<file path="config.mk">
export PLATFORM = sky130hd
export DESIGN_NAME = pvs_cell
export DESIGN_NICKNAME = d
export VERILOG_FILES = /design/src/design/pvs_pkg.sv /design/src/design/pvs_cell.sv
export SDC_FILE = /design/constraint.sdc
export NUM_CORES = 1
export LEC_CHECK = 0
export BUFFER_PORTS_ARGS = -buffer_cell sky130_fd_sc_hd__buf_4
export CELL_PAD_IN_SITES_DETAIL_PLACEMENT = 0
export CELL_PAD_IN_SITES_GLOBAL_PLACEMENT = 1
export CORE_UTILIZATION = 32
export CTS_BUF_LIST = sky130_fd_sc_hd__clkbuf_4 sky130_fd_sc_hd__clkbuf_8
export DETAILED_ROUTE_END_ITERATION = 16
export PLACE_DENSITY_LB_ADDON = 0.1
export SYNTH_ARGS = -nofsm -noshare
export SYNTH_HDL_FRONTEND = slang
export SYNTH_SLANG_ARGS = --single-unit
</file>
<file path="constraint.sdc">
create_clock -name aclk -period 2.5 [get_ports aclk]
set_input_delay 0.25 -clock aclk [delete_from_list [all_inputs] [get_ports aclk]]
set_output_delay 0.25 -clock aclk [all_outputs]
set_load 0.01 [all_outputs]
</file>
<file path="src/design/pvs_pkg.sv">
// Shared types and constants of the polar vector sum block.
// CORDIC word layout, gain constants and the arctangent step table.
// No dependencies.
`default_nettype none

package pvs_pkg;

    // Width of the CORDIC x and y datapath (vectoring input is a 32-bit sum times 16, plus gain)
    localparam int XY_W = 40;
    // Angle width inside the CORDIC, 2^32 units per turn
    localparam int Z_W = 32;

    // CORDIC gain compensation, 1/K in Q30 and in Q26
    localparam logic [29:0] GAIN_Q30 = 30'd652032874;
    localparam logic [25:0] GAIN_Q26 = 26'd40752055;

    // One word moving down the cell row
    typedef struct packed {
        logic                   vec;   // 1: vectoring, 0: rotation
        logic signed [XY_W-1:0] x;
        logic signed [XY_W-1:0] y;
        logic        [Z_W-1:0]  z;
    } pvs_word_t;

    // atan(2^-i) in 2^32 units per turn
    function automatic logic [Z_W-1:0] atan_turn(input int unsigned idx);
        logic [Z_W-1:0] a;
        case (idx)
            0:  a = 32'd536870912;
            1:  a = 32'd316933406;
            2:  a = 32'd167458907;
            3:  a = 32'd85004756;
            4:  a = 32'd42667331;
            5:  a = 32'd21354465;
            6:  a = 32'd10679838;
            7:  a = 32'd5340245;
            8:  a = 32'd2670163;
            9:  a = 32'd1335087;
            10: a = 32'd667544;
            11: a = 32'd333772;
            12: a = 32'd166886;
            13: a = 32'd83443;
            14: a = 32'd41722;
            15: a = 32'd20861;
            16: a = 32'd10430;
            17: a = 32'd5215;
            18: a = 32'd2608;
            19: a = 32'd1304;
            20: a = 32'd652;
            21: a = 32'd326;
            22: a = 32'd163;
            23: a = 32'd81;
            default: a = '0;
        endcase
        return a;
    endfunction

endpackage

`default_nettype wire

</file>
<file path="src/design/pvs_cell.sv">
// One CORDIC micro-rotation cell of the polar vector sum cell row.
// Handles both rotation and vectoring words; uses pvs_pkg.
`default_nettype none

module pvs_cell
    import pvs_pkg::*;
#(
    parameter int STEP = 0
) (
    input  wire logic      aclk,
    input  wire logic      aresetn,
    input  wire logic      in_valid,
    input  wire pvs_word_t in_word,
    output logic           out_valid,
    output pvs_word_t      out_word
);

    localparam logic [Z_W-1:0] ATAN = atan_turn(STEP);

    logic                   valid_reg;
    pvs_word_t              word_reg;
    pvs_word_t              word_next;
    logic signed [XY_W-1:0] dx;
    logic signed [XY_W-1:0] dy;
    logic                   ccw;

    // Pick direction: rotation drives z to zero, vectoring drives y to zero
    always_comb begin
        dx  = in_word.y >>> STEP;
        dy  = in_word.x >>> STEP;
        ccw = in_word.vec ? in_word.y[XY_W-1] : ~in_word.z[Z_W-1];
        word_next.vec = in_word.vec;
        if (ccw) begin
            word_next.x = in_word.x - dx;
            word_next.y = in_word.y + dy;
            word_next.z = in_word.z - ATAN;
        end else begin
            word_next.x = in_word.x + dx;
            word_next.y = in_word.y - dy;
            word_next.z = in_word.z + ATAN;
        end
    end

    // Hand the word to the next cell every cycle
    always_ff @(posedge aclk) begin
        if (!aresetn) begin
            valid_reg <= 1'b0;
        end else begin
            valid_reg <= in_valid;
        end
        word_reg <= word_next;
    end

    assign out_valid = valid_reg;
    assign out_word  = word_reg;

endmodule

`default_nettype wire

</file>
Word level (Yosys, flattened, before mapping):

Index checks and enable logic that the tools add are counted.

* bitwise operators: 1
* add/subtract/negate cells: 5
* mux-type cells: 2

Operators by type and width (number)
* two-way mux 112 bit: 1
* subtractor 40 bit: 2
* adder 40 bit: 1
* adder 32 x 30 -> 32 bit (second input constant): 1
* subtractor 32 x 30 -> 32 bit (second input constant): 1
* two-way mux 1 bit: 1
* inverter 1 bit: 1

* register bits after elaboration: 114
* logic and storage cells: 13

Depth between registers and ports, before layout:

Gate-level depths: netlist of the first run.

* word-level depth: 3
* gate-level depth with buffers: 13
* mapped depth without buffers: 12

Least setup slack after synthesis of the first run:

No wires, ideal clock.

* path type: input to register
* start point: input port in_word[56] (netlist bit)
* end point: register word_reg, in the netlist out_word[106]
* setup slack: -111 ps
* arrival time: 2533 ps
* data required time: 2421 ps
* cell stages on the path: 11
* setup time: 79 ps
* cells stage by stage: inv_1 > ha_1 > buf_2 > or3_1 > nor3_1 > o2111ai_1 > a21oi_1 > o311ai_4 > a21boi_1 > mux2_2 > o211ai_1

RTL lines
* start, declared: line pvs_cell.sv:13 `input wire pvs_word_t in_word,`
* end signal, assigned: line pvs_cell.sv:51 `word_reg <= word_next;`
* end, declared: line pvs_cell.sv:21 `pvs_word_t word_reg;`

==> results.cfg, run 1 <==
[worst_hold_path]
hold_depth = 2
holdPathEnd = out_word[30]
min_from = in_word[30]
hold_class = in2reg

[clock_tree]
root_buffer = clkbuf_8
htree_levels = 4
clock-sinks = 113
cts_buffers = 17
cts_tree = built
clk_pin_slew_ps = 80
cts_buffer_depth = 2

[final_layout]
final_cells = 2277
nets = 2124
antenna_cells = 0
area_growth_pct = 60.5
final_layout_size_suffix_gt1_frac = 0.382

[timing]
fin_crit_ps = 2470
slew_violations = 0
tightest_slew_ps = 632
hold_viol_final = 0
min_period_over_period = 0.988
relSlewSlack = 0.574
setup_viol = 0
fmax_mhz = 405

[routing]
routedWlPerCell_um = 17.7
route.detailed.drc = 0
dr.pass1.iters = 5
finalWirelength_um = 40400
vias = 11400
drtAntennaViolNets = 0
viasPerCell = 5.01
drt_iter0_markers = 727

[synthesis]
synth_fp_nets = 1506
yosysTopAreaCell = dfxtp_1
ys_types = 84
yosysMostFrequentCell = a21oi_1
synth_area_leaders = dfxtp_1 23%, ha_1 17%, a21oi_1 8.4%
synthFlopType = dfxtp_1
netlist_top_cells_count = 163 x a21oi_1, 130 x ha_1, 114 x inv_1
synth_top_area_share = 0.232
synth_enable_flop_cells = 0
ys_warn_count = 0
seq_area_frac_synth = 0.232
ys_ff_latch = 113
async_reset_ff_frac = 0
netlist_area_um2 = 9740
synth_cells = 1256
avgSynthCellArea_um2 = 7.75

[die]
initial_core_util = 0.327
fp.dieArea_um2 = 31100
die_h_um = 176
pin_count = 230
core_um2 = 29800
rows = 63
die_w_um = 176

[pwr]
cellLeakagePower_uw = 0.00784
ir_drop_uv = 314
p_total_uw = 8050
power_density_nw_per_um2 = 515

[place]
globalplace.congestion = 0.905
port_buffers = 229
dp_hpwl_um = 32900
dp.cells = 2210

[global_route]
grt_overflow = 0
track_usage = 0.261
grt_pass1_wl_um = 61900
grt_pass1_vias = 11100
antenna_found_initial = 0
grt_max_degree = 80

[worst_setup_path]
path_class = in2reg
startpoint_type = input port
cpPeakStageDelay_ps = 370
cp_max_fo = 6
cp.arrival_ps = 2900
required_ps = 2930
end_kind = register
worstPathCellList = buf_4 > inv_1 > ha_2 > nand2_1 > o21ai_1 > a21oi_1 > a211oi_1 > buf_4 > nor3_1 > o31a_1 > o31a_1 > a211oi_2 > xor2_1
cpMaxStageDelayCell = ha_2

[run_status]
status = complete, no violations

[job]
maxCapViolCount = 0
report_power, final:
part / switching [uW] / internal, uW
sequential: 118 / 2170
clock: 944 / 907
combinational: 1970 / 1940
state kept, by name, summed over array words and instances (netlist names):
register   cells
out_valid      1
out_word     112
routing by layer:
layer,up-vias,GRT usage,share of wire
met3,41,0.0437,0.066
met4,0,0.0758,0.017
met5,-,0,0
li1,5640,-,-
met2,394,0.409,0.44
met1,5322,0.363,0.47
repair_timing:
action	in CTS	in global routing
hold endpoints to repair	32	0
buffers inserted	0	2
resized for setup	6	29
pin swaps	1	7
hold buffers	33	0
setup endpoints to repair	15	31
cells in the final DEF (no fill, tap or decap), types with 7 or more instances in the layout:
cell type      netlist  routed
a211o_1              7       7
a211oi_1            11       9
a21o_1              35      34
a21oi_1            163     159
a31oi_1             12      11
buf_4                5     623
clkbuf_8             0      17
dfxtp_1            113     113
dlygate4sd3_1        0      33
ha_1               130     126
inv_1              114     113
inv_2                6       7
mux2i_1             21      20
nand2_1             73      73
nand2b_1            12      12
nand3_1             20      19
nand4_1             20      20
nor2_1              98      96
nor2b_1             14      14
nor3_1              24      22
nor4_1              11       9
o211ai_1             7       7
o21a_1               7       7
o21ai_0             72      70
o21ai_1             16      16
o21bai_1            18      18
o221ai_1             8       7
o31ai_1              9       9
xnor2_1             66      66
xor2_1              11      11
cell type report:
| cell class | count | area [um2] |
|---|---|---|
| flip-flops and latches | 113 | 2260 |
| clock buffers | 18 | 241 |
| repair buffers | 659 | 5070 |
| fillers | 2919 | 14200 |
| inverters | 123 | 462 |
| clock inverters | 14 | 156 |
| well taps | 390 | 488 |
| multi-input cells | 960 | 6960 |
logic make-up (layout without fill, tap and decap cells):
family	count (synthesis)	after routing	synth area share
buffers and inverters	183	814	0.0750
adders and majority gates	134	134	0.175
and+or+nand+nor	307	307	0.153
muxes	22	22	0.0227
AOI/OAI and AO/OA	420	420	0.273
DFF	113	113	0.232
xor gates and xnor gates	77	77	0.0693
worst max path at each step:
stage                     start            end  slack, ps  depth (start not counted)
floorplan           in_word[32]  out_word[104]        0.4                         10
global placement    in_word[45]  out_word[111]       -650                         12
detailed placement  in_word[45]  out_word[102]       -640                         15
CTS                 in_word[36]  out_word[111]          5                         14
global route        in_word[36]  out_word[109]         -6                         14
finish              in_word[42]   out_word[69]         30                         13
worst max-delay path: cells and delay by family:
family	cells	cell delay [ps]
buffers and inverters	3	320
adders and majority gates	1	370
and+or+nand+nor	2	160
AOI/OAI and AO/OA	6	1630
xor gates and xnor gates	1	170
stage by stage:
stage / util / hold WS [ps] / setup WS [ps] / cell area, um2 / setup TNS, ps
2_1_floorplan: - / 278 / 0.360 / 9750 / 0
3_3_place_gp: 0.493 / 355 / -647 / 14700 / -20750
3_5_place_dp: 0.493 / 356 / -642 / 14700 / -21610
4_1_cts: 0.519 / 20.3 / 5.03 / 15500 / 0
5_1_grt: 0.525 / 29.7 / -6.01 / 15600 / -6.01
6_report: 0.525 / 50.9 / 29.7 / 15600 / 0
Power figures use the tool's default switching activity.
==> inputs of run 2 (changes only) <==
--- a/config.mk
+++ b/config.mk
@@ -8,7 +8,7 @@
 export BUFFER_PORTS_ARGS = -buffer_cell sky130_fd_sc_hd__buf_4
 export CELL_PAD_IN_SITES_DETAIL_PLACEMENT = 0
 export CELL_PAD_IN_SITES_GLOBAL_PLACEMENT = 1
-export CORE_UTILIZATION = 32
+export CORE_UTILIZATION = 37
 export CTS_BUF_LIST = sky130_fd_sc_hd__clkbuf_4 sky130_fd_sc_hd__clkbuf_8
 export DETAILED_ROUTE_END_ITERATION = 16
 export PLACE_DENSITY_LB_ADDON = 0.1
==> results.cfg, run 2 (synthesized netlist as in run 1, its figures left out) <==
[run_status]
status = complete, no violations

[final_layout]
largest_reg_flops = 112
final_layout_size_suffix_gt1_frac = 0.400
nets = 2132
final_cells = 2231
final_common_cell = buf_4
area_growth_pct = 62.4
layout_common_cells = 631 x buf_4, 153 x a21oi_1, 121 x ha_1

[worst_setup_path]
startpoint = in_word[43]
startpoint_type = input port
required_ps = 2850
path_class = in2reg
end_kind = register
cp.arrival_ps = 2770
cp_max_fo = 7

[routing]
vias = 11500
drtAntennaViolNets = 0
dr.pass1.iters = 5
routedWlPerCell_um = 18.0
drt_iter0_markers = 990
route.detailed.drc = 0
finalWirelength_um = 40200
viasPerCell = 5.17

[die]
die_h_um = 164
fp.dieArea_um2 = 27000
core_um2 = 25900
initial_core_util = 0.376
rows = 59
die_w_um = 164
pin_count = 230

[timing]
min_period_over_period = 0.970
tightest_slew_ps = 738
hold_viol_final = 0
rsz0062_at_grt = yes
relSlewSlack = 0.502
setup_viol = 0
slew_violations = 0
fmax_mhz = 412
fin_crit_ps = 2420
whs_ps = 91.1

[global_route]
grt_pass1_vias = 11200
grt_overflow = 0
antenna_found_initial = 1
grt_max_degree = 80
track_usage = 0.295
grt_pass1_wl_um = 60600

[worst_hold_path]
hold_class = in2reg
holdPathEnd = out_word[31]
min_from = in_word[31]
hold_depth = 4

[clock_tree]
clk_pin_slew_ps = 80
cts_buffer_depth = 2
cts_buffers = 17
clock-sinks = 113
cts_tree = built
root_buffer = clkbuf_8
htree_levels = 4

[job]
maxCapViolCount = 0

[place]
dp.cells = 2164
port_buffers = 229
globalplace.congestion = 0.956
dp_hpwl_um = 32800

[pwr]
ir_drop_uv = 314
power_density_nw_per_um2 = 513
cellLeakagePower_uw = 0.00787
-- run 2: power by group --
part / switching, uW / internal, uW
Combinational: 1990 / 1980
Sequential: 127 / 2170
Clock: 1000 / 846
Total: 3120 / 4990
-- run 2: final cells by class --
| type | count | area, um2 |
|---|---|---|
| diodes | 1 | 2.50 |
| multi-input cells | 960 | 7150 |
| clock buffers | 18 | 248 |
| flip-flops and latches | 113 | 2260 |
| repair buffers | 667 | 5130 |
| clock inverters | 14 | 146 |
| well taps | 335 | 419 |
| inverters | 123 | 462 |
| fillers | 2398 | 10100 |
-- run 2: what timing repair did --
action | CTS | global route
pin swaps | 3 | 5
hold buffers | 33 | 0
gates resized for setup | 14 | 60
setup buffers | 0 | 1
endpoints found under the hold margin | 32 | 0
endpoints found under the setup margin | 24 | 35
-- run 2: metrics by stage --
stage	setup WS (ps)	TNS (ps)	util	total power [uW]	instance area [um2]
finish	75.5	0	0.610	8110	15800
global route	-47.0	-47.0	0.610	8560	15800
floorplan	0.360	0	-	4010	9750
CTS	-12.0	-12.0	0.597	8040	15500
detailed placement	-662	-22540	0.567	6100	14700
global placement	-744	-20750	0.567	6090	14700
-- run 2: worst max path at each step --
stage | endpoint | cells after the start | slack [ps]
finish | out_word[106] | 13 | 80
CTS | out_word[69] | 12 | -10
floorplan | out_word[104] | 10 | 0.4
global placement | out_word[110] | 15 | -740
detailed placement | out_word[106] | 13 | -660
global route | out_word[106] | 13 | -50
-- run 2: routing by layer --
metal / vias to the layer above / part of all wire / GRT usage
li1: 5653 / - / -
met1: 5335 / 0.45 / 0.392
met2: 482 / 0.45 / 0.475
met3: 58 / 0.072 / 0.0510
met4: 0 / 0.026 / 0.109
met5: - / 0 / 0
-- run 2: critical path, stage by stage --
cell and delay [ps]:
buf_4 80, inv_1 40, ha_1 350, buf_4 190
a21o_1 190, a31oi_1 340, o221ai_1 370, a31o_2 320
a21oi_1 210, buf_4 150, nor3_1 40, a21oi_1 140
o211ai_1 100
==> inputs of run 3 (changes only) <==
==> constraint.sdc (replaced) <==
create_clock -name aclk -period 2.2 [get_ports aclk]
set_input_delay 0.22 -clock aclk [delete_from_list [all_inputs] [get_ports aclk]]
set_output_delay 0.22 -clock aclk [all_outputs]
set_load 0.01 [all_outputs]
==> results.cfg, run 3 (synthesized netlist as in run 1, its figures left out) <==
[timing]
rsz0062_at_grt = yes
min_period_over_period = 1.00
setup_viol = 1
relSlewSlack = 0.595
fin_crit_ps = 2210
setup_ws_ps = -7.89
fmax_mhz = 453
slew_violations = 0
setup_tns_ps = -7.89
tightest_slew_ps = 598
hold_viol_final = 0

[pwr]
p_total_uw = 9840
switching_share = 0.385
ir_drop_uv = 394
power_frac_comb = 0.514
pwr-share-seq = 0.264
cellLeakagePower_uw = 0.00831
power_density_nw_per_um2 = 568
intPower_uw = 6050
p_clk_frac = 0.222
p_switching_uw = 3790

[final_layout]
final_common_cell = buf_4
largest_reg_flops = 112
nets = 2184
multi_input_area_um2 = 8150
n_fill_cell = 2261
area_growth_pct = 78.0
fin_util = 0.669
layout_common_cells = 660 x buf_4, 133 x a21oi_1, 113 x dfxtp_1
final_layout_size_suffix_gt1_frac = 0.484
seqCellArea_um2 = 2260

[place]
dp_hpwl_um = 32800
globalplace.congestion = 0.956
dp_slack_ps = -721
port_buffers = 229

[routing]
finalWirelength_um = 42000
route.detailed.drc = 0
vias = 11800
routedWlPerCell_um = 18.4
drtAntennaViolNets = 0
drt_iter0_markers = 849
dr.pass1.iters = 5
viasPerCell = 5.17

[clock_tree]
cts_buffers = 17
root_buffer = clkbuf_8
clock-sinks = 113
cts_buffer_depth = 2
clk_pin_slew_ps = 90
htree_levels = 4
cts_tree = built

[die]
core_um2 = 25900
rows = 59
pin_count = 230
fp.dieArea_um2 = 27000
die_h_um = 164
initial_core_util = 0.376
die_w_um = 164

[run_status]
violations = setup timing
status = complete, but fails checks

[global_route]
grt_pass1_vias = 11300
track_usage = 0.301
grt_overflow = 0
grt_max_degree = 80
antenna_found_initial = 1
grt_pass1_wl_um = 61600

[worst_setup_path]
cp.arrival_ps = 2570
startpoint = in_word[74]
cpMaxStageDelayCell = a211o_1
cpPeakStageDelay_ps = 400
worstPathCellList = buf_8 > ha_4 > or2_4 > o211ai_4 > a311oi_4 > a2111oi_4 > buf_4 > o221ai_4 > a211o_1 > a21oi_2 > o21ai_2 > xnor2_1
required_ps = 2560
endpoint = out_word[61]
startpoint_type = input port
end_kind = register
path_class = in2reg
cp_max_fo = 5

[worst_hold_path]
hold_class = in2reg

[job]
maxCapViolCount = 0
==> run 3: power by group through the flow <==
stage / clock network, uW / logic, uW / registers (uW)
global placement: 0 / 4490 / 2650
CTS: 2220 / 4720 / 2600
global route: 2290 / 5410 / 2640
floorplan: 0 / 1930 / 2840
detailed placement: 0 / 4500 / 2650
finish: 2180 / 5060 / 2600
==> run 3: worst max-delay path: cells and delay by family <==
kind / cells / cell delay [ps]
fa+ha+maj: 1 / 150
xor+xnor: 1 / 140
simple gates: 1 / 250
compound gates: 7 / 1520
buf+inv: 2 / 290
==> run 3: area by class of cell <==
class	count	share of cell area
clock inverter	14	0.00888
inverter	123	0.0279
sequential	113	0.131
tap	335	0.0242
clock buffer	18	0.0139
multi-input combinational	960	0.470
timing repair buffer	719	0.324
antenna	1	0.000144
==> run 3: per-stage QoR <==
step,std cells,hold WS [ps],area (um2)
after CTS,2253,27.7,16500
after global routing,2283,33.4,17300
final,2283,29.1,17300
after floorplan,1256,248,10400
after detailed placement,2175,326,15400
after global placement,2175,325,15400
==> run 3: how the worst min path moves through the flow <==
stage | startpoint | end | slack (ps) | cells past startpoint
after CTS | in_word[30] | out_word[30] | 30 | 2
after global routing | in_word[30] | out_word[30] | 30 | 2
after floorplan | in_word[0] | out_word[0] | 250 | 0
final | in_word[30] | out_word[30] | 30 | 2
after global placement | in_word[13] | out_word[13] | 320 | 1
after detailed placement | in_word[0] | out_word[0] | 330 | 1
==> run 3: routing by layer <==
metal / vias to the layer above / track usage / routed length (um)
li1: 5751 / - / -
met3: 69 / 0.0399 / 2450
met4: 0 / 0.0951 / 1050
met1: 5549 / 0.399 / 19000
met5: - / 0 / 0
met2: 439 / 0.499 / 19500
==> run 3: what timing repair did <==
action                     4_1_cts  5_1_grt
pin swaps                       35       77
setup endpoints to repair       33       48
setup buffers                   14       31
hold buffers                    33        0
resized for setup               64      136
hold endpoints to repair        32        0
